### src/design/ptvc_pkg.sv
// Shared widths, constants and types of the pose tracking velocity controller.
`default_nettype none

package ptvc_pkg;

    localparam int POS_W      = 24;
    localparam int HEAD_W     = 19;
    localparam int CMD_W      = 24;
    localparam int GAIN_W     = 16;
    localparam int ACCEL_W    = 23;
    localparam int WEIGHT_W   = 17;
    localparam int PERIOD_W   = 16;
    localparam int CFG_IDX_W  = 3;
    localparam int CFG_DATA_W = 23;
    localparam int MUL_W      = 26;
    localparam int PROD_W     = 2 * MUL_W;
    localparam int SQ_W       = 50;
    localparam int ROOT_W     = 25;
    localparam int REM_W      = 28;
    localparam int CNT_W      = 5;

    localparam logic signed [24:0] PI_Q16     = 25'sd205887;
    localparam logic signed [24:0] TWO_PI_Q16 = 25'sd411775;
    localparam logic [WEIGHT_W-1:0] ONE_Q16   = 17'd65536;

    localparam logic [GAIN_W-1:0]   POS_GAIN_RST    = 16'd6144;
    localparam logic [GAIN_W-1:0]   DAMP_GAIN_RST   = 16'd3277;
    localparam logic [GAIN_W-1:0]   HEAD_GAIN_RST   = 16'd8192;
    localparam logic [ACCEL_W-1:0]  ACCEL_RST       = 23'd32768;
    localparam logic [WEIGHT_W-1:0] WEIGHT_RST      = 17'd19661;
    localparam logic [PERIOD_W-1:0] PERIOD_RST      = 16'd1049;

    typedef enum logic [CFG_IDX_W-1:0] {
        CFG_POS_GAIN  = 3'd0,
        CFG_DAMP_GAIN = 3'd1,
        CFG_HEAD_GAIN = 3'd2,
        CFG_ACCEL     = 3'd3,
        CFG_WEIGHT    = 3'd4,
        CFG_PERIOD    = 3'd5
    } cfg_idx_t;

    typedef enum logic {
        SD_SQRT = 1'b0,
        SD_DIV  = 1'b1
    } sd_mode_t;

    typedef struct packed {
        logic     start;
        sd_mode_t mode;
    } sd_req_t;

    typedef struct packed {
        logic busy;
        logic done;
    } sd_stat_t;

endpackage

`default_nettype wire

### src/design/ptvc_mul.sv
// Shared signed multiplier with a registered product.
`default_nettype none

module ptvc_mul import ptvc_pkg::*;
(
    input  logic                     clk,
    input  logic signed [MUL_W-1:0]  a,
    input  logic signed [MUL_W-1:0]  b,
    output logic signed [PROD_W-1:0] prod
);

    logic signed [PROD_W-1:0] prod_reg;

    always_ff @(posedge clk)
    begin
        prod_reg <= a * b;
    end

    assign prod = prod_reg;

endmodule

`default_nettype wire

### config.mk
export PLATFORM = sky130hd
export DESIGN_NAME = ptvc_mul
export DESIGN_NICKNAME = d
export VERILOG_FILES = /design/src/design/ptvc_pkg.sv /design/src/design/ptvc_mul.sv
export SDC_FILE = /design/constraint.sdc
export NUM_CORES = 2
export LEC_CHECK = 0
export BUFFER_PORTS_ARGS = -buffer_cell sky130_fd_sc_hd__buf_2
export CAP_MARGIN = 30
export CORE_ASPECT_RATIO = 0.8
export CORE_MARGIN = 2
export CORE_UTILIZATION = 48
export DETAILED_ROUTE_END_ITERATION = 8
export GPL_TIMING_DRIVEN = 1
export PLACE_DENSITY = 0.75
export SLEW_MARGIN = 30
export SYNTH_ARGS = -nofsm -noshare
export SYNTH_HDL_FRONTEND = slang
export SYNTH_SLANG_ARGS = --single-unit
### constraint.sdc
create_clock -name clk -period 16.4 [get_ports clk]
set_input_delay 1.64 -clock clk [delete_from_list [all_inputs] [get_ports clk]]
set_output_delay 1.64 -clock clk [all_outputs]
set_load 0.05 [all_outputs]
# Word level (Yosys, flattened, before mapping)
# Cells that the tools add are included.
[word_totals]
register_bits = 52
inputBits = 53
[classes]
multipliers = 1
[op_table]
columns = ["operator", "count"]
rows = [
  ["$mul 26x26->52", 1],
]

# Logic depth before layout (Yosys ltp)
[depth]
ltp_word = 1
ltp_mapped = 26
mapped_depth_nobuf = 24

# Worst setup path after synthesis
# Ideal clock, no wire load.
[synth_timing]
path_type = "input-to-reg"
start = "in a[25]"
end = "reg prod_reg[44], in the netlist prod[44]"
arrival_time_ps = 7994
path_slack_ps = 8334
path_stages = 22
cell_sequence = "clkbuf_1 -> nand2_1 -> inv_1 -> fa_1 -> fa_1 -> inv_1 -> fa_1 -> inv_1 -> fa_1 -> fa_1 -> fa_1 -> inv_1 -> fa_1 -> inv_1 -> ha_1 -> nand2_1 -> or4_1 -> or4_1 -> o211ai_1 -> a21oi_2 -> o21ai_1 -> xor2_1"
[synth_via]
elab_chain_len = 1
[synth_lines]
columns = ["element", "line", "text"]
rows = [
  ["from (decl)", "ptvc_mul.sv:7", "input logic signed [MUL_W-1:0] a,"],
  ["$mul 26x26->52", "ptvc_mul.sv:16", "prod_reg <= a * b;"],
  ["to (signal assigned)", "ptvc_mul.sv:16", ""],
  ["to (decl)", "ptvc_mul.sv:12", "logic signed [PROD_W-1:0] prod_reg;"],
]
# Every way passes these cells.

# Worst setup path after layout
[layout_timing]
start = "in a[16]"
end = "reg prod_reg[51], in the netlist prod[51]"
# The elaborated chain is that of the path after synthesis.

==> impl_metrics.env <==
export IMPL_cts_max_path_buffers=2
export IMPL_drt_first_pass_iters=6
export IMPL_core_sq_um=52600
export IMPL_synthCells=2763
export IMPL_post_drt_via_cell_ratio=5.21
export IMPL_dp_hpwl_um=52600
export IMPL_fin_tns_setup_ps=0
export IMPL_wl_per_cell_um=18.6
export IMPL_post_cts_setup_buffer_count=0
export IMPL_postSynthAreaPerCell_sq_um=9.27
export IMPL_worstPathRequired_ps=16590
export IMPL_pre_cts_slack_ps=7590
export IMPL_fin_crit_sh_pct=52.3
export IMPL_rsz0062_at_grt="false"
export IMPL_io_buffer_count=104
export IMPL_async_reset_ff_share_pct=0
export IMPL_largest_reg_flops=52
export IMPL_hold_depth=2
export IMPL_slew_violations=0
export IMPL_syn_num_nets=3672
export IMPL_antenna_left=0
export IMPL_synthDistinctLibCells=54
export IMPL_path_clk_slew_ps=70
export IMPL_worst_pin_slew_ps=745
export IMPL_path_max_fanout=26
export IMPL_yosys_area_top_type="fa_1"
export IMPL_ys_ff_latch=52
export IMPL_synth_warning_count=0
export IMPL_grt_max_degree=27
export IMPL_ctsHoldBuffers=0
export IMPL_end_kind="flop"
export IMPL_antenna_found_initial=1
export IMPL_status="finished clean"
export IMPL_cts_htree_levels=2
export IMPL_vias=18000
export IMPL_critPathKind="in -> reg"
export IMPL_chipHeight_um=211
export IMPL_rows=75
export IMPL_routed_wl_um=64200
export IMPL_crit_path_start_kind="primary input"
export IMPL_cp_arrival_ps=8770
export IMPL_synth_area_sq_um=25600
export IMPL_pin_count=105
export IMPL_gr_usage_all_layers_pct=25.0
export IMPL_post_route_util_pct=50.9
export IMPL_hold_path_class="in -> reg"
export IMPL_period_minus_slack_ps=8570
export IMPL_drc_errors=0
export IMPL_cts_tree="built"
export IMPL_gp_congestion=0.887
export IMPL_synth_edf_count=0
export IMPL_die_x_um=262
export IMPL_cap_violations=0
export IMPL_ys_seq_area_share_pct=4.06
export IMPL_syn_to_final_growth_pct=4.34
export IMPL_setup_viol=0
export IMPL_synth_main_ff_cell="dfxtp_1"
export IMPL_cts_sinks=52
export IMPL_fin_ws_ps=7830
export IMPL_grt_first_pass_wirelength_um=108000
export IMPL_fmax_ghz=0.117
export IMPL_hold_viol=0
export IMPL_synth_area_leaders="fa_1 55%, inv_1 11%, ha_1 7.1%"
export IMPL_cts_root_buf="clkbuf_16"
export IMPL_cts_resized=0
export IMPL_drive_gt1_share_pct=4.76
export IMPL_die_area_sq_um=55200
export IMPL_slew_headroom_pct=50.2
export IMPL_cts_buffers=5
export IMPL_final_nets=3661
export IMPL_initial_core_util_pct=48.7
export IMPL_netlist_area_leader_share_pct=55.5
export IMPL_overflow=0
export IMPL_drtIter0Drc=1512
export IMPL_grt_pass1_vias=19300
==> routing by layer <==
| metal | share of wire, % | track usage (%) | vias to the layer above |
|---|---|---|---|
| met5 | 0 | 0 | - |
| met4 | 1.3 | 4.04 | 0 |
| met3 | 13 | 7.82 | 48 |
| met2 | 41 | 35.0 | 921 |
| met1 | 45 | 38.5 | 9151 |
| li1 | - | - | 7852 |
==> cells in the mapped netlist, drive strengths merged (2+ instances only) <==
cell / number
a211oi: 9
a21o: 20
a21oi: 57
a221o: 2
a221oi: 2
a31oi: 4
and2: 282
clkbuf: 122
dfxtp: 52
fa: 710
ha: 146
inv: 737
nand2: 398
nand2b: 7
nand3: 11
nand4: 11
nor2: 50
nor2b: 2
nor3: 4
o2111ai: 3
o211ai: 9
o21a: 4
o21ai: 26
o21bai: 8
o22ai: 3
o311ai: 2
or2: 3
or3: 3
or4: 3
xnor2: 46
xor2: 11
==> final cells by class <==
cell class                      count  area (sq um)
Fill cell                        4728         25800
Multi-Input combinational cell   1851         21300
Inverter                          737          2770
Sequential cell                    52          1040
Tap cell                          693           867
Timing Repair Buffer              105           528
Clock buffer                        6           139
Clock inverter                      2          38.8
Antenna cell                        1          2.50
==> critical path, stage by stage <==
cell and delay, ps:
buf_2 500, nand2_1 170, fa_1 570, inv_1 60, fa_1 520, inv_1 60, fa_1 540, inv_1 50
fa_1 500, inv_1 60, fa_1 540, inv_1 80, fa_1 490, inv_1 50, fa_1 550, inv_1 60
ha_1 370, a21oi_1 90, o21ai_0 420, o21ai_0 170, o211ai_1 200, nand3_1 260, a211oi_1 510, nor3_1 100
nand4bb_1 200
==> final timing paths <==
path  endpoint  slack, ps   from
max   prod[51]       7830  a[16]
min    prod[0]       1830   b[0]
==> per-stage QoR <==
step | hold slack [ps] | cell area, sq um | instances
after floorplan | 1770 | 25600 | 2763
after global placement | 2110 | 26500 | 3438
after detailed placement | 2110 | 26500 | 3438
after CTS | 1850 | 26700 | 3446
after global routing | 1870 | 26700 | 3446
final | 1830 | 26700 | 3447
==> placed cells by master (no fill, tap or decap), drive strengths merged, types with 8 or more instances in the layout <==
cell and count:
a21o 20, nand2 398, xor2 11, fa 710, o211ai 9, buf 105, a211oi 9, nor2 50
xnor2 46, dfxtp 52, and2 282, inv 737, nand3 11, nand4 11, o21ai 26, ha 146
o21bai 8, a21oi 57
==> cells by family (layout without fill, tap and decap cells) <==
| family | after synthesis | count (layout) | share of synthesized area (%) |
|---|---|---|---|
| buffers and inverters | 860 | 850 | 12.6 |
| adder cells (fa/ha/maj) | 856 | 856 | 62.6 |
| AND/OR/NAND/NOR | 778 | 778 | 14.6 |
| AO/OA/AOI/OAI | 160 | 160 | 4.17 |
| XOR/XNOR | 57 | 57 | 1.95 |
| flip-flops | 52 | 52 | 4.06 |
| other | 0 | 1 | 0 |
Power is not shown: default switching activity piles up to over one toggle a cycle in this logic, so the estimate is an artifact.
