[src/design/ptvc_pkg.sv]
// Shared widths, constants and types of the pose tracking velocity controller.
`default_nettype none

package ptvc_pkg;

    localparam int POS_W      = 24;
    localparam int HEAD_W     = 19;
    localparam int CMD_W      = 24;
    localparam int GAIN_W     = 16;
    localparam int ACCEL_W    = 23;
    localparam int WEIGHT_W   = 17;
    localparam int PERIOD_W   = 16;
    localparam int CFG_IDX_W  = 3;
    localparam int CFG_DATA_W = 23;
    localparam int MUL_W      = 26;
    localparam int PROD_W     = 2 * MUL_W;
    localparam int SQ_W       = 50;
    localparam int ROOT_W     = 25;
    localparam int REM_W      = 28;
    localparam int CNT_W      = 5;

    localparam logic signed [24:0] PI_Q16     = 25'sd205887;
    localparam logic signed [24:0] TWO_PI_Q16 = 25'sd411775;
    localparam logic [WEIGHT_W-1:0] ONE_Q16   = 17'd65536;

    localparam logic [GAIN_W-1:0]   POS_GAIN_RST    = 16'd6144;
    localparam logic [GAIN_W-1:0]   DAMP_GAIN_RST   = 16'd3277;
    localparam logic [GAIN_W-1:0]   HEAD_GAIN_RST   = 16'd8192;
    localparam logic [ACCEL_W-1:0]  ACCEL_RST       = 23'd32768;
    localparam logic [WEIGHT_W-1:0] WEIGHT_RST      = 17'd19661;
    localparam logic [PERIOD_W-1:0] PERIOD_RST      = 16'd1049;

    typedef enum logic [CFG_IDX_W-1:0] {
        CFG_POS_GAIN  = 3'd0,
        CFG_DAMP_GAIN = 3'd1,
        CFG_HEAD_GAIN = 3'd2,
        CFG_ACCEL     = 3'd3,
        CFG_WEIGHT    = 3'd4,
        CFG_PERIOD    = 3'd5
    } cfg_idx_t;

    typedef enum logic {
        SD_SQRT = 1'b0,
        SD_DIV  = 1'b1
    } sd_mode_t;

    typedef struct packed {
        logic     start;
        sd_mode_t mode;
    } sd_req_t;

    typedef struct packed {
        logic busy;
        logic done;
    } sd_stat_t;

endpackage

`default_nettype wire

[src/design/ptvc_sqdiv.sv]
// Shift and subtract unit for the integer square root and the unsigned division.
`default_nettype none

module ptvc_sqdiv import ptvc_pkg::*;
(
    input  logic              clk,
    input  logic              rst_n,
    input  sd_req_t           req,
    input  logic [SQ_W-1:0]   num,
    input  logic [ROOT_W-1:0] den,
    output sd_stat_t          stat,
    output logic [ROOT_W-1:0] result
);

    sd_mode_t          mode_reg;
    logic [SQ_W-1:0]   sh_reg;
    logic [REM_W-1:0]  rem_reg;
    logic [ROOT_W-1:0] res_reg;
    logic [ROOT_W-1:0] den_reg;
    logic [CNT_W-1:0]  cnt_reg;
    logic              busy_reg;
    logic              done_reg;

    logic [REM_W-1:0]  cand;
    logic [REM_W-1:0]  trial;
    logic              ge;

    // The root mode brings down two radicand bits per step, the divide mode one dividend bit.
    always_comb
    begin
        if (mode_reg == SD_SQRT)
        begin
            cand  = {rem_reg[REM_W-3:0], sh_reg[SQ_W-1:SQ_W-2]};
            trial = {1'b0, res_reg, 2'b01};
        end
        else
        begin
            cand  = {rem_reg[REM_W-2:0], sh_reg[SQ_W-1]};
            trial = {3'b000, den_reg};
        end
        ge = (cand >= trial);
    end

    always_ff @(posedge clk or negedge rst_n)
    begin
        if (!rst_n)
        begin
            mode_reg <= SD_SQRT;
            sh_reg   <= '0;
            rem_reg  <= '0;
            res_reg  <= '0;
            den_reg  <= '0;
            cnt_reg  <= '0;
            busy_reg <= 1'b0;
            done_reg <= 1'b0;
        end
        else
        begin
            if (req.start)
            begin
                done_reg <= 1'b0;
                mode_reg <= req.mode;
                den_reg  <= den;
                res_reg  <= '0;
                cnt_reg  <= CNT_W'(ROOT_W);
                busy_reg <= 1'b1;
                if (req.mode == SD_SQRT)
                begin
                    sh_reg  <= num;
                    rem_reg <= '0;
                end
                else
                begin
                    sh_reg  <= {num[ROOT_W-1:0], {(SQ_W-ROOT_W){1'b0}}};
                    rem_reg <= {3'b000, num[SQ_W-1:ROOT_W]};
                end
            end
            else if (busy_reg)
            begin
                rem_reg  <= ge ? (cand - trial) : cand;
                res_reg  <= {res_reg[ROOT_W-2:0], ge};
                sh_reg   <= (mode_reg == SD_SQRT) ? {sh_reg[SQ_W-3:0], 2'b00}
                                                  : {sh_reg[SQ_W-2:0], 1'b0};
                cnt_reg  <= cnt_reg - 1'b1;
                done_reg <= (cnt_reg == CNT_W'(1));
                if (cnt_reg == CNT_W'(1))
                    busy_reg <= 1'b0;
            end
            else
            begin
                done_reg <= 1'b0;
            end
        end
    end

    assign stat.busy = busy_reg;
    assign stat.done = done_reg;
    assign result    = res_reg;

endmodule

`default_nettype wire

[config.mk]
export PLATFORM = sky130hd
export DESIGN_NAME = ptvc_sqdiv
export DESIGN_NICKNAME = d
export VERILOG_FILES = /design/src/design/ptvc_pkg.sv /design/src/design/ptvc_sqdiv.sv
export SDC_FILE = /design/constraint.sdc
export NUM_CORES = 1
export LEC_CHECK = 0
export BUFFER_PORTS_ARGS = -buffer_cell sky130_fd_sc_hd__buf_2
export CORE_UTILIZATION = 34
export DETAILED_ROUTE_END_ITERATION = 10
export HOLD_SLACK_MARGIN = 0.15
export PLACE_DENSITY_LB_ADDON = 0.12
export SKIP_LAST_GASP = 1
export SLEW_MARGIN = 20
export SYNTH_ARGS = -nofsm -noshare
export SYNTH_HDL_FRONTEND = slang
export SYNTH_SLANG_ARGS = --single-unit
export TNS_END_PERCENT = 20
[constraint.sdc]
create_clock -name clk -period 4.3 [get_ports clk]
set_input_delay 0.43 -clock clk [delete_from_list [all_inputs] [get_ports clk]]
set_output_delay 0.43 -clock clk [all_outputs]
set_load 0.02 [all_outputs]
# Yosys cells after proc, flatten, opt, wreduce, memory -nomap -nowiden
# Index checks and enable logic that the tools add are counted.
word_totals:
  regBits: 135
  in_bits: 79
  output_inout_bits: 27
  word_cells: 32
classes:
  addsub: 2
  order_cmp: 1
  n_eq_ne: 1
  n_mux: 19
  reduce_logical: 1
ops:
  columns: ["cell", "n"]
  rows:
  - ["$mux W50", 4]
  - ["$mux W27", 4]
  - ["$mux W25", 3]
  - ["$ge A28 B27 Y1", 1]
  - ["$mux W28", 1]
  - ["$sub A27 B27 Y27", 1]
  - ["$mux W5", 2]
  - ["$eq A5 B1 Y1 const B", 1]
  - ["$mux W1", 5]
  - ["$sub A5 B1 Y5 const B", 1]
  - ["$reduce_bool A2 Y1", 1]

# Logic depth before layout (Yosys ltp)
logic_depth:
  ltp_word: 5
  mapped_depth: 18
  depth_no_buf: 13

# Worst setup path after synthesis
# OpenSTA, ideal clock, no wires.
synth_timing:
  kind: "flip-flop to flip-flop"
  from: "register mode_reg"
  to: "register rem_reg[10]"
  setup_ps: 126
  arrival_time_ps: 3735
  required_time_ps: 4174
  path_slack_ps: 439
  path_stages_with_launch: 17
  path_buffers: 5
  synth_period_minus_slack_ps: 3861
  cell_sequence: "dfrtp_1 > clkbuf_1 > buf_2 > buf_2 > clkbuf_1 > buf_2 > nand2_1 > fa_1 > a211oi_1 > o21bai_1 > a21oi_2 > o21ai_1 > a21o_1 > a21oi_1 > xor2_1 > a211oi_1 > a221o_1"
synth_between:
  elab_chain_len: 5
  word_cells_on_any_way: 7
  classes_between: "1 x add/sub; 1 x order compare; 5 x mux"
synth_lines:
  columns: ["item", "line_no", "text"]
  rows:
  - ["from (decl)", "ptvc_sqdiv.sv:15", "sd_mode_t mode_reg;"]
  - ["from (signal assigned)", "ptvc_sqdiv.sv:62", "mode_reg <= req.mode;"]
  - ["$mux W28 / $mux W27 (equally long branches)", "ptvc_sqdiv.sv:31", "if (mode_reg == SD_SQRT)"]
  - ["$sub A27 B27 Y27 / $ge A28 B27 Y1 (equally long branches)", "ptvc_sqdiv.sv:80, ptvc_sqdiv.sv:41", null]
  - ["$mux W27 *", "ptvc_sqdiv.sv:80", "rem_reg <= ge ? (cand - trial) : cand;"]
  - ["$mux W27 *", "ptvc_sqdiv.sv:78", "else if (busy_reg)"]
  - ["$mux W27 *", "ptvc_sqdiv.sv:59", "if (req.start)"]
  - ["to (signal assigned)", "ptvc_sqdiv.sv:75", "rem_reg <= {3'b000, num[SQ_W-1:ROOT_W]};"]
  - ["to (signal assigned)", "ptvc_sqdiv.sv:80", null]
  - ["to (decl)", "ptvc_sqdiv.sv:17", "logic [REM_W-1:0] rem_reg;"]
# Mark *: on every way between the ends. The rest lies on a longest branch, timed or not. The select of a mux whose other input is x is not followed.
# A chain may end at the register's enable or synchronous reset.

# Worst setup path in the final report
layout_timing:
  from: "register mode_reg"
  to: "register rem_reg[0]"
# The elaborated chain is that of the path after synthesis.

==> metrics.cfg <==
[power]
p_int_mw = 3.65
p_switching_mw = 2.34
clockPowerShare_pct = 24.8
combPwrFrac_pct = 47.2
p_seq_share_pct = 28.0
peakVddDrop_mv = 0.280
leakage_nw = 4.88
netSwitchingFraction_pct = 39.1
power.density_nw_per_um2 = 600

[global_route]
grt-ovfl-total = 0
grt_start_max_net_pins = 84
track_usage_pct = 18.1
grt_pass1_wl_mm = 37.2
first_global_vias = 6731
antenna_found_initial = 0

[cells_and_area]
area_delta_synth_final_pct = 15.6
largest_reg_flops = 50
drive_gt1_share_pct = 21.2
fin_nets = 1089
antenna_cells = 0

[clocking]
cts_tree = yes
post_cts_resized = 0
clk_pin_slew_ns = 0.06
cts_inserted_buffers = 17
insertion_delay_ns = 0.42
cts_max_level = 4
cts_sinks = 135
cts_buffer_depth = 2
cts_root_buffer = clkbuf_16

[floorplan]
dieArea_um2 = 26000
fp.dieW_um = 161
initial_core_util_pct = 35.1
io_pins = 106
core-area_um2 = 24600
dieHeight_um = 161
rows = 57

[flow_run]
cap_violations = 0

[yosys]
synthFlopType = dfrtp_1
async_reset_ff_share_pct = 100
synth_area_per_cell_um2 = 9.50
yosysWarnings = 0
seq_area_frac_synth_pct = 39.2
synth_edf_count = 0
yosysUniqueCellTypes = 56
ys_ff_latch = 135
synthCells = 908
synthesis.nets = 1017
synth.cell_area_um2 = 8630

[setup_path]
crit_fanout = 32
critPathKind = flip-flop to flip-flop
arrival_ns = 4.18
cp-end-kind = flip-flop
startpoint_type = flip-flop
required_ns = 4.62

[timing]
setup_viol = 0
rsz0062_at_grt = false
hold_violations = 0
fin_crit_sh_pct = 89.6
max_freq_mhz = 260
hold_ws_ns = 0.232
fin_skew_ns = 0.00808
slew_headroom_pct = 31.8
maxSlewViolCount = 0
tightest_slew_ns = 1.02
fin_tns_setup_ns = 0
min_period_ns = 3.85

[drt]
vias = 6784
via_per_inst = 5.15
final_antenna_net_count = 0
dr.pass1.iters = 4
drt_iter0_drc = 329
drt_wl_total_mm = 22.6
post-route-drc-count = 0
wl_per_cell_um = 17.2

[min_path]
hold_class = primary input to flip-flop

[place]
gp_congestion = 0.811
hpwl_mm = 15.8
port_buffers = 105

[outcome]
outcome = completed

## cell families (layout without fill, tap and decap cells)
group / after synthesis / after routing / share of synthesized area, %
xor gates and xnor gates: 27 / 27 / 2.74
and+or+nand+nor: 222 / 222 / 11.1
AOI/OAI and AO/OA: 233 / 233 / 16.1
DFF: 135 / 135 / 39.2
adders and majority gates: 30 / 30 / 4.44
muxes: 190 / 190 / 22.8
buffers and inverters: 71 / 156 / 3.65
## cell type report
type | count | area, um^2
fill | 2517 | 14600
multi-input combinational | 702 | 4930
sequential | 135 | 3390
timing repair buffer | 119 | 654
clock buffer | 23 | 448
tap | 324 | 405
clock inverter | 9 | 126
inverter | 5 | 18.8
## what timing repair did
action                                 in CTS  in global routing
buffers inserted                            0                  0
endpoints found under the hold margin      81                  0
hold buffers                                1                  0
## metal layers
metal	global-route usage, %	wire, um
met3	3.54	675
met2	27.3	10100
met4	3.47	139
met5	0	0
met1	26.9	11800
## power by group through the flow
stage	Combinational, mW	Sequential [mW]	Clock, mW
2_1_floorplan	2.29	1.63	0
3_3_place_gp	2.82	1.70	0
3_5_place_dp	2.82	1.69	0
4_1_cts	2.84	1.67	1.52
5_1_grt	3.18	1.71	1.57
6_report	2.82	1.68	1.48
## cells in the mapped netlist, types with 2 or more instances
master      n  area (um^2)
mux2i_1   136         1360
dfrtp_1   135         3380
nor2_1    100          375
a21oi_1    78          390
nand2_1    78          293
o21ai_0    67          335
mux2_2     54          608
clkbuf_1   37          139
ha_1       29          363
a22oi_1    19          143
o21ai_1    18         90.1
buf_1      16         60.1
a21o_1     14          105
xnor2_1    14          123
xor2_1     13          114
nand2b_1   10         62.6
buf_2       8         40.0
nor3_1      8         40.0
a211oi_1    6         45.0
inv_1       5         18.8
nand3_1     5         25.0
nand4_1     5         31.3
a31oi_1     4         25.0
nor2b_1     4         25.0
a221o_1     3         30.0
o21bai_1    3         22.5
o22ai_1     3         18.8
a21oi_2     2         17.5
and3_1      2         12.5
buf_4       2         15.0
buf_6       2         22.5
o211ai_1    2         15.0
o21a_1      2         15.0
o31a_1      2         17.5
## through the flow
step / instances / area, um^2 / util (%) / power [mW] / worst slack [ns]
2_1_floorplan: 908 / 8630 / - / 3.92 / 0.439
3_3_place_gp: 1284 / 9390 / 38.2 / 4.52 / 0.415
3_5_place_dp: 1284 / 9390 / 38.2 / 4.52 / 0.360
4_1_cts: 1317 / 9970 / 40.5 / 6.03 / 0.341
5_1_grt: 1317 / 9970 / 40.5 / 6.45 / 0.192
6_report: 1317 / 9970 / 40.5 / 5.98 / 0.447
## critical path, stage by stage (launching register included)
cell and delay [ns]:
dfrtp_4 0.72, buf_4 0.29, mux2_2 0.37, ha_1 0.37, nand2_1 0.16, nor4_1 0.46
nand2_1 0.11, o311ai_1 0.10, a21oi_2 0.08, o21ai_4 0.35, buf_12 0.24, mux2_2 0.34
o21ai_0 0.13
## worst paths after layout
path                                    startpoint                       to  slack, ns  cells past startpoint
min reg2reg                rem_reg[26]$_DFFE_PN0P_  rem_reg[26]$_DFFE_PN0P_       0.50                      2
min                                        num[15]   sh_reg[15]$_DFFE_PN0P_       0.23                      3
max                           mode_reg$_DFFE_PN0P_   rem_reg[0]$_DFFE_PN0P_       0.45                     12
max reg2reg                   mode_reg$_DFFE_PN0P_   rem_reg[0]$_DFFE_PN0P_       0.45                     12
max in group asynchronous                    rst_n     mode_reg$_DFFE_PN0P_       2.70                      3
min in group asynchronous                    rst_n   den_reg[7]$_DFFE_PN0P_       0.65                      2
## layout by cell type (no fill, tap or decap), types with 5 or more instances in the layout
master and count:
mux2i_1 136, inv_1 5, nor3_1 8, buf_4 13
xor2_1 13, o21ai_0 67, mux2_2 54, o21ai_1 18
a22oi_1 19, dfrtp_1 133, nor2_1 100, xnor2_1 14
a211oi_1 6, clkbuf_16 17, buf_2 103, nand3_1 5
clkbuf_1 6, nand4_1 5, nand2b_1 10, nand2_1 78
a21oi_1 78, ha_1 29, a21o_1 14
No activity file was read; power rests on OpenSTA's default activity.
